[src/rtl/csr_spmv_pkg.sv]
// ----------------------------------------------------------------------------
// csr_spmv_pkg
// Shared widths, codes and record types of the dense-row to CSR SpMV block.
// ----------------------------------------------------------------------------
package csr_spmv_pkg;

   localparam int VAL_W       = 32;
   localparam int COL_W       = 11;
   localparam int ROW_W       = 11;
   localparam int CNT_W       = 23;
   localparam int DOT_W       = 64;
   localparam int CFG_W       = 12;
   localparam int CSR_IDX_W   = 1;
   localparam int QUEUE_DEPTH = 8;
   localparam int QPTR_W      = 3;
   localparam int QCNT_W      = 4;

   localparam logic [CSR_IDX_W-1:0] CSR_NUM_COLS = 1'b0;
   localparam logic [CSR_IDX_W-1:0] CSR_NUM_ROWS = 1'b1;

   localparam logic FUNC_VEC_WRITE = 1'b0;
   localparam logic FUNC_MATRIX    = 1'b1;

   localparam logic KIND_ENTRY   = 1'b0;
   localparam logic KIND_ROW_END = 1'b1;

   // one matrix element on its way to the multiply-accumulate
   typedef struct packed {
      logic                    row_end;
      logic                    nonzero;
      logic signed [VAL_W-1:0] value;
      logic [COL_W-1:0]        col;
      logic [ROW_W-1:0]        row;
      logic [CNT_W-1:0]        count;
   } elem_type;

   // everything one matrix element produces: an entry, a row result, or both
   typedef struct packed {
      logic                    has_entry;
      logic                    has_row;
      logic signed [VAL_W-1:0] value;
      logic [COL_W-1:0]        col;
      logic [ROW_W-1:0]        row;
      logic [CNT_W-1:0]        count;
      logic signed [DOT_W-1:0] dot;
   } rec_type;

endpackage

[src/rtl/csr_spmv_mac.sv]
// ----------------------------------------------------------------------------
// csr_spmv_mac
// Two-stage multiply-accumulate: element times vector word, then row sum.
// ----------------------------------------------------------------------------
module csr_spmv_mac
   import csr_spmv_pkg::*;
#(
   parameter int VALUE_BITS = 32
) (
   input  logic                  clock,
   input  logic                  reset,
   input  logic                  elem_valid,
   input  elem_type              elem,
   input  logic [VALUE_BITS-1:0] vec_word,
   output logic                  push,
   output rec_type               rec,
   output logic [1:0]            inflight
);

   logic                    s1_valid_ff;
   elem_type                s1_elem_ff;
   logic                    s2_valid_ff;
   elem_type                s2_elem_ff;
   logic signed [DOT_W-1:0] s2_prod_ff;
   logic signed [DOT_W-1:0] acc_ff;
   logic signed [DOT_W-1:0] acc_in;
   logic signed [DOT_W-1:0] acc_sum;
   logic signed [VAL_W-1:0] mul_a;
   logic signed [VAL_W-1:0] mul_b;
   logic signed [DOT_W-1:0] prod_in;

   // vector word read data lines up with stage one
   assign mul_a   = s1_elem_ff.value;
   assign mul_b   = VAL_W'(signed'(vec_word));
   assign prod_in = mul_a * mul_b;

   assign acc_sum = acc_ff + s2_prod_ff;

   always_comb begin
      acc_in = acc_ff;
      if (s2_valid_ff) begin
         acc_in = s2_elem_ff.row_end ? '0 : acc_sum;
      end
   end

   always_comb begin
      rec.has_entry = s2_elem_ff.nonzero;
      rec.has_row   = s2_elem_ff.row_end;
      rec.value     = s2_elem_ff.value;
      rec.col       = s2_elem_ff.col;
      rec.row       = s2_elem_ff.row;
      rec.count     = s2_elem_ff.count;
      rec.dot       = acc_sum;
   end

   assign push     = s2_valid_ff && (s2_elem_ff.nonzero || s2_elem_ff.row_end);
   assign inflight = {1'b0, s1_valid_ff} + {1'b0, s2_valid_ff};

   always_ff @(posedge clock) begin
      if (reset) begin
         s1_valid_ff <= 1'b0;
         s2_valid_ff <= 1'b0;
         acc_ff      <= '0;
      end else begin
         s1_valid_ff <= elem_valid;
         s2_valid_ff <= s1_valid_ff;
         acc_ff      <= acc_in;
      end
      s1_elem_ff <= elem;
      s2_elem_ff <= s1_elem_ff;
      s2_prod_ff <= prod_in;
   end

   // row sum starts over after every row result
   a_acc_cleared: assert property (@(posedge clock) disable iff (reset)
      (s2_valid_ff && s2_elem_ff.row_end) |=> (acc_ff == '0))
      else $error("row sum not cleared after row end");

   // a zero element adds nothing to the row sum
   a_zero_no_add: assert property (@(posedge clock) disable iff (reset)
      (s1_valid_ff && !s1_elem_ff.nonzero) |=> (s2_prod_ff == '0))
      else $error("zero element gave a nonzero product");

endmodule

[config.mk]
export PLATFORM = sky130hd
export DESIGN_NAME = csr_spmv_mac
export DESIGN_NICKNAME = d
export VERILOG_FILES = /design/src/rtl/csr_spmv_pkg.sv /design/src/rtl/csr_spmv_mac.sv
export SDC_FILE = /design/constraint.sdc
export NUM_CORES = 2
export LEC_CHECK = 0
export ABC_AREA = 1
export BUFFER_PORTS_ARGS = -buffer_cell sky130_fd_sc_hd__clkbuf_2
export CAP_MARGIN = 15
export CORE_AREA = 10 10 422 424
export CTS_CLUSTER_DIAMETER = 200
export DETAILED_ROUTE_END_ITERATION = 10
export DIE_AREA = 0 0 432 434
export GPL_TIMING_DRIVEN = 0
export PLACE_DENSITY = 0.5
export SYNTH_ARGS = -nofsm -noshare
export SYNTH_HDL_FRONTEND = slang
export SYNTH_SLANG_ARGS = --single-unit
[constraint.sdc]
create_clock -name clock -period 15.2 [get_ports clock]
set_clock_uncertainty 0.05 [all_clocks]
set_input_delay 1.52 -clock clock [delete_from_list [all_inputs] [get_ports clock]]
set_output_delay 1.52 -clock clock [all_outputs]
set_load 0.03 [all_outputs]
== Word-level counts from Yosys, hierarchy flattened ==
Index checks and enable logic that the tools add are counted.
Storage, ports and cells
  output and inout bits: 146
  input bits: 114
  register bits: 288
  logic and storage cells: 22
Operators by class
  reductions and logical operators: 2
  multiplexer cells: 1
  multipliers: 1
  $add $sub $neg: 2
Operators by type and width (count)
  adder 64 bit: 1
  multiplier 32 x 32 -> 64 bit: 1
  two-way mux 64 bit: 1
  adder 1 x 1 -> 2 bit: 1
  logical AND 1 bit: 1
  logical OR 1 bit: 1

== Depth between registers and ports, before layout ==
  depth in word-level cells: 2
  depth in mapped cells: 32
  depth with buffers taken out: 31

== Least setup slack after synthesis ==
OpenSTA, ideal clock, no wires.
  path type: in2reg
  start point: input port vec_word[7]
  end point: register s2_prod_ff[61]
  library setup time: 0.112 ns
  slack: 7.078 ns
  data arrival time: 7.960 ns
  stages on the path: 27
  cells stage by stage: clkbuf_1 nand2_1 inv_1 fa_1 inv_1 fa_1 inv_1 fa_1 fa_1 inv_1 fa_1 inv_1 fa_1 inv_1 fa_1 inv_1 fa_1 ha_1 nand2_1 nor2_1 inv_1 nor2_1 inv_1 nor4_1 nand3_1 nand3_1 nand2_1
Between the ends
  longest elaborated chain between the ends: 1
Ends and longest elaborated chain
  start: declaration: RTL line csr_spmv_mac.sv:14  | input logic [VALUE_BITS-1:0] vec_word,
  multiplier 32 x 32 -> 64 bit: RTL line csr_spmv_mac.sv:35  | assign prod_in = mul_a * mul_b;
  net prod_in[61]: RTL line csr_spmv_mac.sv:30  | logic signed [DOT_W-1:0] prod_in;
  end signal: assignment: RTL line csr_spmv_mac.sv:71  | s2_prod_ff <= prod_in;
  end: declaration: RTL line csr_spmv_mac.sv:24  | logic signed [DOT_W-1:0] s2_prod_ff;
The timed path passes the listed nets, and every way through them passes these cells.
A chain may end at the register's enable or synchronous reset.

== Final worst setup path ==
  start point: input port vec_word[7]
  end point: register s2_prod_ff[50]
Same word-level chain as after synthesis.

==> reports/metrics.cfg <==
[clocking]
cts_buffers = 39
cts.hold.buffers_added = 0
htree_levels = 2
clock_pin_slew_worst_setup_and_hold_paths_ns = 0.06
number_of_buffers_on_the_longest_clock_path = 3
cts_setup_buffers = 0
worst_skew_pair.late_latency_ns = 0.62
cts.sink_count = 288
cts_tree = yes
cts_repair_resize_count = 0
clockRootBuffer = sky130_fd_sc_hd__clkbuf_16

[timing]
timing_worst_slew_pin_value_ns = 1.34
finalHoldViolCount = 0
finalSetupViolations = 0
grt_setup_unrepaired = no
slew_headroom_pct = 10.6
layout_worst_path_cycle_share_pct = 64.0
slew_violations = 0
clock.fmax_ghz = 0.103
timing.setup.tns_ns = 0
period_minus_slack_ns = 9.74

[placement]
place_congestion = 0.998
hpwlAfterDp_microns = 177000
io_buffers = 258

[logic_synthesis]
syn_nets = 8014
synth_warnings = 0
dominantRegCellSynth = sky130_fd_sc_hd__dfxtp_1
yosys.area_share.simple_pct = 18.8
portion_of_netlist_area_occupied_by_mux_cells_pct = 0
post_synth_inst_count = 6569
compound_cell_area_share_of_the_yosys_netlist_pct = 3.37
synth_adder_area_share_pct = 48.9
post_synth.cell_area_avg_sq_um = 7.71
synth_async_sr_flop_share_pct = 0
number_of_flops_mapped_to_enable_cells_by_yosys = 0
synth_seq_area_share_pct = 11.4
combinational_family_with_the_most_area_after_synthesis = adder cells
distinct_cells_synth = 41
mappedNetlistArea_sq_mm = 0.0507
synth-seq-cells = 288
yosys.area_share.xor_xnor_pct = 1.57

[setup_path]
worst-endpoint-required_ns = 15.64
reg2regPathDepth = 25
critical_path_peak_fanout = 11
cp-start-kind = primary input
cp-startpoint = vec_word[7]
cp.arrival_ns = 10.18
worstReg2RegStart = mul_a[31]
minimum_setup_slack_among_reg_to_reg_paths_ns = 5.84
critical_path.endpoint_type = flip-flop
worst_setup_path_category = primary input to flip-flop
worstReg2RegEnd = s2_prod_ff[50]

[global_routing]
grt_max_degree = 22
grt_antenna_before_repair = 9
overflow = 0
gr-usage-all-layers_pct = 22.0
grt_pass1_wl_microns = 301000
number_of_global_route_vias_before_repair = 44600

[die]
floorplan.die_area_sq_mm = 0.187
core_area_sq_mm = 0.169
die_height_microns = 434
start_util_pct = 30.0
die_width_microns = 432
io_pins = 260
core.rowCount = 151

[worst_hold_path]
terminating_pin_of_the_worst_hold_path = rec[99]
hold_path.class = flip-flop to flip-flop
min_from = s1_elem_ff[35]
min_path_cells = 0

[finish]
nFillCells = 18100
fin_nets = 8320
ratio_of_cells_with_drive_above_1_in_the_final_layout_pct = 5.53
area_growth_syn_to_layout_pct = 11.0

[detailed_routing]
number_of_nets_with_antenna_violations_after_detailed_routing = 0
route.vias.total = 42400
drt-wirelength-per-cell_microns = 22.7
post-route-drc-count = 0
drt_pass1_iterations = 6
routed_wl_microns = 207000
via_per_inst = 4.65
first_iter_violations = 3532

[run]
cap_violations = 0

[status]
run_status = finished clean

registers in the layout (all words and copies together) (netlist names):
| register | count |
|---|---|
| mul_a | 32 |
| s2_valid_ff | 1 |
| rec | 79 |
| s1_elem_ff | 47 |
| s2_prod_ff | 64 |
| acc_ff | 64 |
| s1_valid_ff | 1 |
layout make-up:
type	instances	area, sq um	area share, %
Sequential cell	288	5770	10.3
Clock inverter	24	298	0.530
Tap cell	2218	2780	4.94
Inverter	1947	7310	13.0
Multi-Input combinational cell	4122	36800	65.4
Clock buffer	46	1040	1.85
Timing Repair Buffer	265	1420	2.53
Buffer	212	800	1.42
Antenna cell	6	15.0	0.0267
worst max-delay path: stages:
cell and delay [ns]:
sky130_fd_sc_hd__clkbuf_2 0.16, sky130_fd_sc_hd__clkbuf_1 0.74, sky130_fd_sc_hd__nand2_1 0.14, sky130_fd_sc_hd__inv_1 0.11
sky130_fd_sc_hd__fa_1 0.53, sky130_fd_sc_hd__inv_1 0.19, sky130_fd_sc_hd__fa_1 0.43, sky130_fd_sc_hd__inv_1 0.24
sky130_fd_sc_hd__fa_1 0.51, sky130_fd_sc_hd__fa_1 0.91, sky130_fd_sc_hd__inv_1 0.54, sky130_fd_sc_hd__fa_1 0.64
sky130_fd_sc_hd__fa_1 0.56, sky130_fd_sc_hd__fa_1 0.54, sky130_fd_sc_hd__fa_1 0.55, sky130_fd_sc_hd__inv_1 0.04
sky130_fd_sc_hd__ha_1 0.48, sky130_fd_sc_hd__nand2_1 0.13, sky130_fd_sc_hd__nor2_1 0.12, sky130_fd_sc_hd__inv_1 0.08
sky130_fd_sc_hd__nor2_1 0.17, sky130_fd_sc_hd__inv_1 0.11, sky130_fd_sc_hd__nor2_1 0.14, sky130_fd_sc_hd__nand3_1 0.10
sky130_fd_sc_hd__nand3_1 0.17, sky130_fd_sc_hd__xor2_1 0.32
worst max path at each step:
stage	end	depth (start not counted)
after floorplan	s2_prod_ff[61]	27
after global placement	s2_prod_ff[50]	26
after detailed placement	s2_prod_ff[50]	26
after CTS	s2_prod_ff[50]	26
after global routing	s2_prod_ff[61]	28
final	s2_prod_ff[50]	26
cell usage in the layout (no fill, tap or decap), types with 7 or more instances in the layout:
cell and n:
sky130_fd_sc_hd__inv_1 1941, sky130_fd_sc_hd__nand2_1 1852, sky130_fd_sc_hd__fa_1 1082, sky130_fd_sc_hd__dfxtp_1 288, sky130_fd_sc_hd__clkbuf_2 258, sky130_fd_sc_hd__nor2_1 252
sky130_fd_sc_hd__ha_1 248, sky130_fd_sc_hd__clkbuf_1 212, sky130_fd_sc_hd__a21oi_1 199, sky130_fd_sc_hd__nand3_1 144, sky130_fd_sc_hd__xor2_1 66, sky130_fd_sc_hd__o21ai_0 64
sky130_fd_sc_hd__clkbuf_16 39, sky130_fd_sc_hd__and2_1 31, sky130_fd_sc_hd__nor3_1 23, sky130_fd_sc_hd__nand4_1 21, sky130_fd_sc_hd__o21bai_1 20, sky130_fd_sc_hd__xnor2_1 19
sky130_fd_sc_hd__and3_1 14, sky130_fd_sc_hd__or2_2 13, sky130_fd_sc_hd__a31oi_1 10, sky130_fd_sc_hd__nor4_1 7, sky130_fd_sc_hd__nand3b_1 7, sky130_fd_sc_hd__clkinv_2 7
cells by family (layout without fill, tap and decap cells):
group | count (synthesis) | count (layout)
AO/OA/AOI/OAI | 316 | 316
XOR/XNOR | 88 | 88
adder cells (fa/ha/maj) | 1331 | 1331
buffers and inverters | 2159 | 2494
flip-flops | 288 | 288
other | 0 | 6
AND/OR/NAND/NOR | 2387 | 2387
metrics by stage:
| stage | area, sq um | hold WS (ns) | util, % | setup slack [ns] | instances |
|---|---|---|---|---|---|
| floorplan | 50700 | 0.260 | - | 7.08 | 6569 |
| global placement | 54700 | 0.260 | 32.4 | 4.91 | 9045 |
| detailed placement | 54800 | 0.262 | 32.4 | 4.87 | 9050 |
| CTS | 56200 | 0.274 | 33.2 | 5.53 | 9120 |
| global route | 56200 | 0.277 | 33.2 | 5.15 | 9123 |
| finish | 56200 | 0.269 | 33.2 | 5.46 | 9128 |
cells in the mapped netlist, types with 14 or more instances:
master                     count  area (sq um)
sky130_fd_sc_hd__inv_1      1941          7290
sky130_fd_sc_hd__nand2_1    1852          6950
sky130_fd_sc_hd__fa_1       1083         21700
sky130_fd_sc_hd__dfxtp_1     288          5770
sky130_fd_sc_hd__nor2_1      252           946
sky130_fd_sc_hd__ha_1        248          3100
sky130_fd_sc_hd__clkbuf_1    209           785
sky130_fd_sc_hd__a21oi_1     199           996
sky130_fd_sc_hd__nand3_1     144           721
sky130_fd_sc_hd__xor2_1       66           578
sky130_fd_sc_hd__o21ai_0      64           320
sky130_fd_sc_hd__and2_1       31           194
sky130_fd_sc_hd__nor3_1       23           115
sky130_fd_sc_hd__nand4_1      21           131
sky130_fd_sc_hd__o21bai_1     20           150
sky130_fd_sc_hd__xnor2_1      19           166
sky130_fd_sc_hd__and3_1       14          87.6
layer usage:
layer / GRT usage, % / wire length (microns) / vias up
met5: 0 / 13 / -
met4: 11.0 / 12500 / 2
met3: 4.45 / 16200 / 461
met2: 36.0 / 94600 / 1740
met1: 27.6 / 84000 / 21100
li1: - / - / 19100
Power is not shown: default switching activity piles up to over one toggle a cycle in this logic, so the estimate is an artifact.
