<file path="config.mk">
export PLATFORM = sky130hd
export DESIGN_NAME = csr_spmv_outq
export DESIGN_NICKNAME = d
export VERILOG_FILES = /design/src/rtl/csr_spmv_pkg.sv /design/src/rtl/csr_spmv_outq.sv
export SDC_FILE = /design/constraint.sdc
export NUM_CORES = 1
export LEC_CHECK = 0
export BUFFER_PORTS_ARGS = -buffer_cell sky130_fd_sc_hd__buf_2
export CORE_MARGIN = 3
export CORE_UTILIZATION = 56
export CTS_BUF_LIST = sky130_fd_sc_hd__clkbuf_8
export DETAILED_ROUTE_END_ITERATION = 8
export PLACE_DENSITY = 0.74
export SLEW_MARGIN = 20
export SYNTH_ARGS = -nofsm -noshare
export SYNTH_HDL_FRONTEND = slang
export SYNTH_SLANG_ARGS = --single-unit
</file>
<file path="constraint.sdc">
create_clock -name clock -period 11.5 [get_ports clock]
set_clock_uncertainty 0.15 [all_clocks]
set_input_delay 0.575 -clock clock [delete_from_list [all_inputs] [get_ports clock]]
set_output_delay 0.575 -clock clock [all_outputs]
set_load 0.01 [all_outputs]
</file>
<file path="src/rtl/csr_spmv_pkg.sv">
// ----------------------------------------------------------------------------
// csr_spmv_pkg
// Shared widths, codes and record types of the dense-row to CSR SpMV block.
// ----------------------------------------------------------------------------
package csr_spmv_pkg;

   localparam int VAL_W       = 32;
   localparam int COL_W       = 11;
   localparam int ROW_W       = 11;
   localparam int CNT_W       = 23;
   localparam int DOT_W       = 64;
   localparam int CFG_W       = 12;
   localparam int CSR_IDX_W   = 1;
   localparam int QUEUE_DEPTH = 8;
   localparam int QPTR_W      = 3;
   localparam int QCNT_W      = 4;

   localparam logic [CSR_IDX_W-1:0] CSR_NUM_COLS = 1'b0;
   localparam logic [CSR_IDX_W-1:0] CSR_NUM_ROWS = 1'b1;

   localparam logic FUNC_VEC_WRITE = 1'b0;
   localparam logic FUNC_MATRIX    = 1'b1;

   localparam logic KIND_ENTRY   = 1'b0;
   localparam logic KIND_ROW_END = 1'b1;

   // one matrix element on its way to the multiply-accumulate
   typedef struct packed {
      logic                    row_end;
      logic                    nonzero;
      logic signed [VAL_W-1:0] value;
      logic [COL_W-1:0]        col;
      logic [ROW_W-1:0]        row;
      logic [CNT_W-1:0]        count;
   } elem_type;

   // everything one matrix element produces: an entry, a row result, or both
   typedef struct packed {
      logic                    has_entry;
      logic                    has_row;
      logic signed [VAL_W-1:0] value;
      logic [COL_W-1:0]        col;
      logic [ROW_W-1:0]        row;
      logic [CNT_W-1:0]        count;
      logic signed [DOT_W-1:0] dot;
   } rec_type;

endpackage

</file>
<file path="src/rtl/csr_spmv_outq.sv">
// ----------------------------------------------------------------------------
// csr_spmv_outq
// Result queue: holds per-element records and plays out one or two results.
// ----------------------------------------------------------------------------
module csr_spmv_outq
   import csr_spmv_pkg::*;
(
   input  logic                    clock,
   input  logic                    reset,
   input  logic                    push,
   input  rec_type                 rec,
   output logic [QCNT_W-1:0]       count,
   output logic                    rsp_valid,
   input  logic                    rsp_stall,
   output logic                    rsp_out_kind,
   output logic signed [VAL_W-1:0] rsp_entry_value,
   output logic [COL_W-1:0]        rsp_column_index,
   output logic [ROW_W-1:0]        rsp_row_number,
   output logic [CNT_W-1:0]        rsp_row_end_count,
   output logic signed [DOT_W-1:0] rsp_row_dot,
   output logic                    rsp_last_of_run
);

   rec_type            queue_ff [QUEUE_DEPTH];
   logic [QPTR_W-1:0]  wr_ptr_ff;
   logic [QPTR_W-1:0]  rd_ptr_ff;
   logic [QCNT_W-1:0]  count_ff;
   logic [QCNT_W-1:0]  count_in;
   logic               phase_ff;
   logic               phase_in;
   rec_type            head;
   logic               both;
   logic               show_entry;
   logic               rsp_go;
   logic               pop;

   assign head       = queue_ff[rd_ptr_ff];
   assign both       = head.has_entry && head.has_row;
   // entry goes first; the row result follows in phase one
   assign show_entry = head.has_entry && !phase_ff;

   assign rsp_valid  = (count_ff != '0);
   assign rsp_go     = rsp_valid && !rsp_stall;
   assign pop        = rsp_go && (phase_ff || !both);
   assign count      = count_ff;

   always_comb begin
      phase_in = phase_ff;
      if (rsp_go) begin
         phase_in = both && !phase_ff;
      end
   end

   always_comb begin
      count_in = count_ff;
      if (push && !pop) begin
         count_in = count_ff + 1'b1;
      end else if (pop && !push) begin
         count_in = count_ff - 1'b1;
      end
   end

   always_comb begin
      if (show_entry) begin
         rsp_out_kind      = KIND_ENTRY;
         rsp_entry_value   = head.value;
         rsp_column_index  = head.col;
         rsp_row_end_count = '0;
         rsp_row_dot       = '0;
      end else begin
         rsp_out_kind      = KIND_ROW_END;
         rsp_entry_value   = '0;
         rsp_column_index  = '0;
         rsp_row_end_count = head.count;
         rsp_row_dot       = head.dot;
      end
      rsp_row_number  = head.row;
      rsp_last_of_run = !(both && !phase_ff);
   end

   always_ff @(posedge clock) begin
      if (reset) begin
         wr_ptr_ff <= '0;
         rd_ptr_ff <= '0;
         count_ff  <= '0;
         phase_ff  <= 1'b0;
      end else begin
         if (push) begin
            wr_ptr_ff <= wr_ptr_ff + 1'b1;
         end
         if (pop) begin
            rd_ptr_ff <= rd_ptr_ff + 1'b1;
         end
         count_ff <= count_in;
         phase_ff <= phase_in;
      end
      if (push) begin
         queue_ff[wr_ptr_ff] <= rec;
      end
   end

   a_no_overflow: assert property (@(posedge clock) disable iff (reset)
      !(push && !pop && (count_ff == QCNT_W'(QUEUE_DEPTH))))
      else $error("result queue overflow");

   a_count_bound: assert property (@(posedge clock) disable iff (reset)
      count_ff <= QCNT_W'(QUEUE_DEPTH))
      else $error("result queue count out of range");

   // second phase only on a record that carries both results
   a_phase_both: assert property (@(posedge clock) disable iff (reset)
      phase_ff |-> (rsp_valid && both))
      else $error("row phase on a single-result record");

endmodule

</file>
# == Word-level counts from Yosys, hierarchy flattened ==
# Memory sizes are Yosys's and may differ from the RTL's. A register that Yosys moved wholly into a read port is not among the register bits.
# Index checks and enable logic that the tools add are counted.
# op_classes
muxes,11
n_reduce_logical,16
n_addsub,4
# ops
operator,n
$mux 64,1
$mux 32,1
$mux 23,1
$mux 11,1
$mux 4,2
$logic_and 1x1->1,7
$add 3x1->3 const B,2
$logic_not 1->1,6
$mux 3,2
$add 4x1->4 const B,1
$reduce_bool 4->1,1
$sub 4x1->4 const B,1
$mux 1,3
$reduce_bool 2->1,1
$logic_or 1x1->1,1
# totals
word_cells,36
n_memories,1
mem_bits_rw,1144
regBits,11
# memory_table
memory,depth,word_bits,rd,rd_ports_with_merged_regs,wr,line_no,source
queue_ff,8,143,1,1,1,csr_spmv_outq.sv:24,rec_type queue_ff [QUEUE_DEPTH];

# == Longest topological paths before layout ==
# Gate-level depths: netlist (run 1).
# depth
ltp_word,7
mapped_depth,15
ltp_nobuf,13

# == Worst setup path before layout (run 1) ==
# Ideal clock, no wire load.
# synth_timing
path_kind,input to register
start,input push
end,memory queue_ff[0][0] (netlist name) (enable)
n_path_buf,0
slack_ns,0.215
setup_ns,0.821
arrival_time_ns,10.314
stages,2
cell_sequence,nand2b_1 nor3_1
# synth_between
elab_chain_cells,2
# synth_lines
element,line_no,source
from (decl),csr_spmv_outq.sv:10,"input logic push,"
$mux 1,csr_spmv_outq.sv:97,if (push) begin
$mux 1 (not written as such),csr_spmv_outq.sv:98,queue_ff[wr_ptr_ff] <= rec;
to (decl),csr_spmv_outq.sv:24,
# No other way between the ends.

==> impl_metrics.env, run 1 <==
export IMPL_ys_ff_latch=1158
export IMPL_intPower_mw=7.27
export IMPL_clk_latency_ns=0.79
export IMPL_hold_depth=2
export IMPL_crit_arrival_ns=4.79
export IMPL_rsz0062_at_grt="false"
export IMPL_vias=21100
export IMPL_p_seq_share_pct=48.4
export IMPL_cts_sink_count=1158
export IMPL_cpMostUsedCell="buf_4"
export IMPL_min_path_type="reg2reg"
export IMPL_finalNetCount=2598
export IMPL_cts_made_buffers=178
export IMPL_utilization_pct=66.2
export IMPL_ctsRootBufferMaster="clkbuf_8"
export IMPL_boundaryPins=295
export IMPL_die_y_um=286
export IMPL_core_um2=77600
export IMPL_grt_pass1_wl_mm=138
export IMPL_cpMaxStageDelayCell="buf_4"
export IMPL_track_usage_pct=22.8
export IMPL_final_area_um2=51400
export IMPL_die_x_um=286
export IMPL_slew_headroom_pct=24.2
export IMPL_place_area_um2=46700
export IMPL_slowest_delay_ns=0.86
export IMPL_wl_mm=91.2
export IMPL_critPathRequiredTime_ns=10.78
export IMPL_syn_area_per_cell_um2=23.3
export IMPL_seq_area_frac_synth_pct=78.7
export IMPL_dr_pass1_iters=7
export IMPL_cts_max_path_buffers=3
export IMPL_antenna_found_initial=10
export IMPL_reg2reg_depth=14
export IMPL_synth_cell_types=38
export IMPL_dp_hpwl_mm=46.9
export IMPL_routedWlPerCell_um=25.1
export IMPL_drtIter0Drc=1680
export IMPL_gp_congestion=0.737
export IMPL_htree_num_levels=4
export IMPL_path_max_fanout=51
export IMPL_path_class="reg2out"
export IMPL_crit_chain="buf_4, mux2_2, mux2i_1, nand2_1, and2_4, buf_4, buf_4, nor2_1, buf_2"
export IMPL_netlist_instances=1888
export IMPL_final_antenna_net_count=0
export IMPL_drc=0
export IMPL_start_util_pct=56.7
export IMPL_ys_warn_count=0
export IMPL_power_share_clock_pct=30.7
export IMPL_p_leak_nw=16.6
export IMPL_finalCriticalPeriod_ns=5.51
export IMPL_final_layout_size_suffix_gt1_share_pct=33.5
export IMPL_switching_share_pct=27.2
export IMPL_tns_ns=0
export IMPL_portBuffers=294
export IMPL_mostFrequentLayoutCells="edfxtp_1 (1,144), buf_2 (294), mux4_2 (283)"
export IMPL_power_mw=9.99
export IMPL_hold_violations=0
export IMPL_final_fill_count=5062
export IMPL_rows=102
export IMPL_syn_num_nets=2041
export IMPL_maxSlewViolCount=0
export IMPL_die_area_um2=82000
export IMPL_vias_per_cell=5.81
export IMPL_synthesis_area_um2=44000
export IMPL_mostFrequentLayoutCell="edfxtp_1"
export IMPL_grt_max_degree=148
export IMPL_ctsResizeCount=0
export IMPL_post_cts_buffers=0
export IMPL_crit_path_start_kind="register"
export IMPL_timing_fmax_mhz=181
export IMPL_grt_pass1_vias=22700
export IMPL_clk_pin_slew_ns=0.06
export IMPL_tightest_slew_ns=1.14
export IMPL_syn2layout_area_growth_pct=16.8
export IMPL_layout_worst_path_cycle_share_pct=47.9
export IMPL_cap_violations=0
export IMPL_status="finished, final reports clean"
export IMPL_finalSetupViolCount=0
export IMPL_endpoint_kind="output port"
export IMPL_vdd_drop_max_v=0.000144
export IMPL_powerDensity_nw_per_um2=194
export IMPL_cts_tree="built"
export IMPL_overflow=0
export IMPL_p_comb_share_pct=21.0
export IMPL_switchingPower_mw=2.72
[routing by layer]
layer | vias to the layer above | routed length [µm] | global-route usage [%] | share of wire [%]
met3 | 144 | 6400 | 6.03 | 7.0
met4 | 0 | 2000 | 7.25 | 2.2
li1 | 9054 | - | - | -
met1 | 11100 | 36800 | 30.6 | 40
met2 | 768 | 45900 | 37.1 | 50
met5 | - | 0 | 0 | 0
[per-stage QoR]
step	setup WS [ns]	std cells	hold slack [ns]
after detailed placement	6.61	3157	0.328
after global placement	6.64	3157	0.323
after floorplan	0.215	1888	0.297
after global routing	5.66	3626	0.363
final	5.99	3634	0.396
after CTS	5.73	3620	0.323
[kinds of logic after synthesis]
family          Yosys count  synth area share (%)
compound gates           10                 0.168
xor+xnor                  5                0.0995
fa+ha+maj                 6                 0.188
buf+inv                 102                  1.11
flops                  1158                  78.7
mux                     436                  18.0
simple gates            171                  1.73
[repair_timing]
action,CTS,global route
endpoints found under the setup margin,0,0
endpoints found under the hold margin,1152,0
hold buffers,147,0
[critical path: cells and delay by family, from the launching register on]
family	cells	cell delay (ns)
buffers and inverters	4	2.41
flip-flops	1	0.73
multiplexers	2	0.40
AND/OR/NAND/NOR	3	0.39
[flip-flops by register name, indices dropped and copies added, names as in the netlist, named ones only]
signal     count
count          4
rd_ptr_ff      3
phase_ff       1
wr_ptr_ff      3
queue_ff    1144
[path summary, 6_finish.rpt]
| path | from | to | slack [ns] |
|---|---|---|---|
| worst min-delay path | rd_ptr_ff[1]$_SDFFE_PP0P_ | register | 0.40 |
| worst min register to register | rd_ptr_ff[1]$_SDFFE_PP0P_ | register | 0.40 |
| worst max-delay path | register | rsp_row_dot[29] | 5.99 |
| worst max register to register | register | count[3]$_SDFFE_PP0P_ | 6.68 |
[power groups by stage]
stage | sequential (mW) | combinational [mW] | clock, mW
5_1_grt | 4.84 | 2.27 | 3.33
2_1_floorplan | 4.90 | 1.46 | 0
6_report | 4.83 | 2.09 | 3.06
4_1_cts | 4.86 | 2.10 | 3.14
3_5_place_dp | 4.95 | 2.05 | 0
3_3_place_gp | 4.94 | 2.02 | 0
[synthesized netlist by cell type]
cell | count | area share [%]
mux2i_1 | 135 | 3.1
inv_1 | 5 | 0.043
clkbuf_1 | 34 | 0.29
inv_2 | 1 | 0.0085
nor4_1 | 1 | 0.014
buf_6 | 5 | 0.13
a21o_1 | 1 | 0.017
mux4_2 | 283 | 14
nand4_1 | 1 | 0.014
dfxtp_1 | 14 | 0.64
buf_4 | 1 | 0.017
nor3_1 | 2 | 0.023
edfxtp_1 | 1144 | 78
and2_1 | 1 | 0.014
a2111oi_1 | 1 | 0.023
mux2_4 | 1 | 0.034
buf_8 | 1 | 0.034
buf_2 | 44 | 0.50
mux2_2 | 17 | 0.43
nor2b_1 | 3 | 0.043
or3_1 | 1 | 0.014
nand3_1 | 2 | 0.023
xor2_1 | 2 | 0.040
o21ai_0 | 1 | 0.011
nand2b_1 | 5 | 0.071
nor2_4 | 10 | 0.26
a211oi_1 | 1 | 0.017
nand4b_1 | 1 | 0.020
nor2_1 | 136 | 1.2
ha_1 | 5 | 0.14
a21oi_1 | 4 | 0.045
a311oi_2 | 1 | 0.034
a21oi_2 | 1 | 0.020
buf_1 | 11 | 0.094
or2_2 | 1 | 0.014
fa_1 | 1 | 0.045
nand2_1 | 7 | 0.060
xnor2_1 | 3 | 0.060
[layout make-up]
type / count / area [µm²] / area share (%)
Timing Repair Buffer: 473 / 3270 / 6.36
Inverter: 6 / 25.0 / 0.0487
Clock inverter: 133 / 663 / 1.29
Antenna cell: 13 / 32.5 / 0.0633
Clock buffer: 183 / 2520 / 4.90
Sequential cell: 1158 / 34600 / 67.4
Tap cell: 1040 / 1300 / 2.53
Multi-Input combinational cell: 628 / 8950 / 17.4
Power figures use the tool's default switching activity.
==> inputs of run 2 (changes only) <==
clock period = 4.93 ns   (was 11.5 ns; I/O delays follow)
==> run 2 against run 1 <==
  * Worst setup slack worse by 5.3 ns
  * Utilization up 0.19 points
  * Cell area up 0.29%
  * Critical path type unchanged
  * Final cell count decreased by 0.19%
  * Count of clock-buffer cells in the layout rose by 2
  * Combinational power increased by 140%
  * Worst hold slack worse by 0.30 ns
  * Register-to-register slack worse by 5.4 ns
==> impl_metrics.env, run 2 (synthesis results as in run 1) <==
export IMPL_holdWs_ns=0.100
export IMPL_dr_pass1_iters=5
export IMPL_grt_max_degree=147
export IMPL_dp_cells=3163
export IMPL_ctsRootBufferMaster="clkbuf_8"
export IMPL_regMostFlops="queue_ff"
export IMPL_timing_fmax_mhz=233
export IMPL_post_cts_buffers=0
export IMPL_antenna_found_initial=10
export IMPL_largest_reg_flops=1144
export IMPL_powerDensity_nw_per_um2=453
export IMPL_cts_tree="built"
export IMPL_vdd_drop_max_v=0.000610
export IMPL_crit_arrival_ns=3.89
export IMPL_crit_path_start_kind="register"
export IMPL_die_y_um=286
export IMPL_min_path_type="in2reg"
export IMPL_mostFrequentLayoutCells="edfxtp_1 (1,144), buf_2 (294), mux4_2 (283)"
export IMPL_finalSetupViolCount=0
export IMPL_status="finished, final reports clean"
export IMPL_grt_pass1_wl_mm=139
export IMPL_crit_chain="buf_12, buf_4, mux4_2, mux2i_1, nor2_1, buf_2"
export IMPL_multiInputGateArea_um2=8960
export IMPL_htree_num_levels=4
export IMPL_p_leak_nw=16.7
export IMPL_cts_max_path_buffers=3
export IMPL_path_delay_family="buffers and inverters"
export IMPL_routedWlPerCell_um=25.2
export IMPL_finalNetCount=2605
export IMPL_rows=102
export IMPL_slowest_delay_ns=0.82
export IMPL_path_class="reg2out"
export IMPL_clk_latency_ns=0.77
export IMPL_cts_made_buffers=179
export IMPL_drc=0
export IMPL_drtIter0Drc=1781
export IMPL_path_max_fanout=102
export IMPL_overflow=0
export IMPL_grt_pass1_vias=23000
export IMPL_fin_cells=3627
export IMPL_postCtsHoldBufs=148
export IMPL_regArea_um2=34600
export IMPL_mostFrequentLayoutCell="edfxtp_1"
export IMPL_wl_mm=91.5
export IMPL_syn2layout_area_growth_pct=17.1
export IMPL_final_fill_count=4989
export IMPL_critPathRequiredTime_ns=4.53
export IMPL_utilization_pct=66.4
export IMPL_finalCriticalPeriod_ns=4.28
export IMPL_vias=21000
export IMPL_core_um2=77600
export IMPL_vias_per_cell=5.80
export IMPL_layout_worst_path_cycle_share_pct=86.9
export IMPL_final_layout_size_suffix_gt1_share_pct=33.7
export IMPL_portBuffers=294
export IMPL_hold_violations=0
export IMPL_die_x_um=286
export IMPL_track_usage_pct=22.9
export IMPL_slew_headroom_pct=32.2
export IMPL_boundaryPins=295
export IMPL_endpoint_kind="output port"
export IMPL_start_util_pct=56.7
export IMPL_die_area_um2=82000
export IMPL_ctsResizeCount=0
export IMPL_clk_pin_slew_ns=0.06
export IMPL_maxSlewViolCount=0
export IMPL_critPathBufInv=3
export IMPL_cap_violations=0
export IMPL_rsz0062_at_grt="false"
export IMPL_gp_congestion=0.721
export IMPL_final_antenna_net_count=0
export IMPL_dp_hpwl_mm=47.9
export IMPL_cpMaxStageDelayCell="buf_4"
export IMPL_cts_sink_count=1158
export IMPL_tightest_slew_ns=1.02
==> run 2: power by group <==
| group | total (mW) | leakage [nW] | switching [mW] | internal (mW) |
|---|---|---|---|---|
| combinational | 4.96 | 4.35 | 2.66 | 2.30 |
| clock | 7.18 | 1.84 | 3.50 | 3.68 |
| sequential | 11.2 | 10.5 | 0.114 | 11.1 |
| total | 23.4 | 16.7 | 6.28 | 17.1 |
==> run 2: worst paths after layout <==
| path | from | to | slack (ns) | cells after the start |
|---|---|---|---|---|
| worst max-delay path | register | rsp_column_index[2] | 0.65 | 6 |
| worst min-delay path | rec[33] | queue_ff[4][33]$_DFFE_PP_ | 0.1 | 2 |
| worst max register to register | register | count[3]$_SDFFE_PP0P_ | 1.29 | 13 |
| worst min register to register | rd_ptr_ff[1]$_SDFFE_PP0P_ | register | 0.37 | 2 |
==> run 2: metal layers <==
layer  vias to the layer above  track usage (%)  share of wire [%]
met3                       145             5.42                6.9
li1                       9072                -                  -
met4                         8             7.22                2.1
met2                       763             38.4                 52
met1                     11000             30.1                 39
met5                         -                0              0.060
==> run 2: layout make-up <==
cell class,count,area share (%)
Sequential cell,1158,67.2
Multi-Input combinational cell,628,17.4
Timing Repair Buffer,479,6.57
Clock buffer,185,4.94
Tap cell,1040,2.52
Clock inverter,122,1.30
Inverter,6,0.0437
Antenna cell,9,0.0437
==> run 2: per-stage QoR <==
stage | TNS (ns) | setup WS (ns) | area [µm²] | total power [mW]
after floorplan | -2517.40 | -2.36 | 44000 | 14.8
after global placement | 0 | 1.27 | 46800 | 16.3
after detailed placement | 0 | 1.25 | 46800 | 16.4
after CTS | 0 | 0.459 | 51500 | 23.7
after global routing | 0 | 0.272 | 51500 | 24.5
final | 0 | 0.647 | 51600 | 23.4
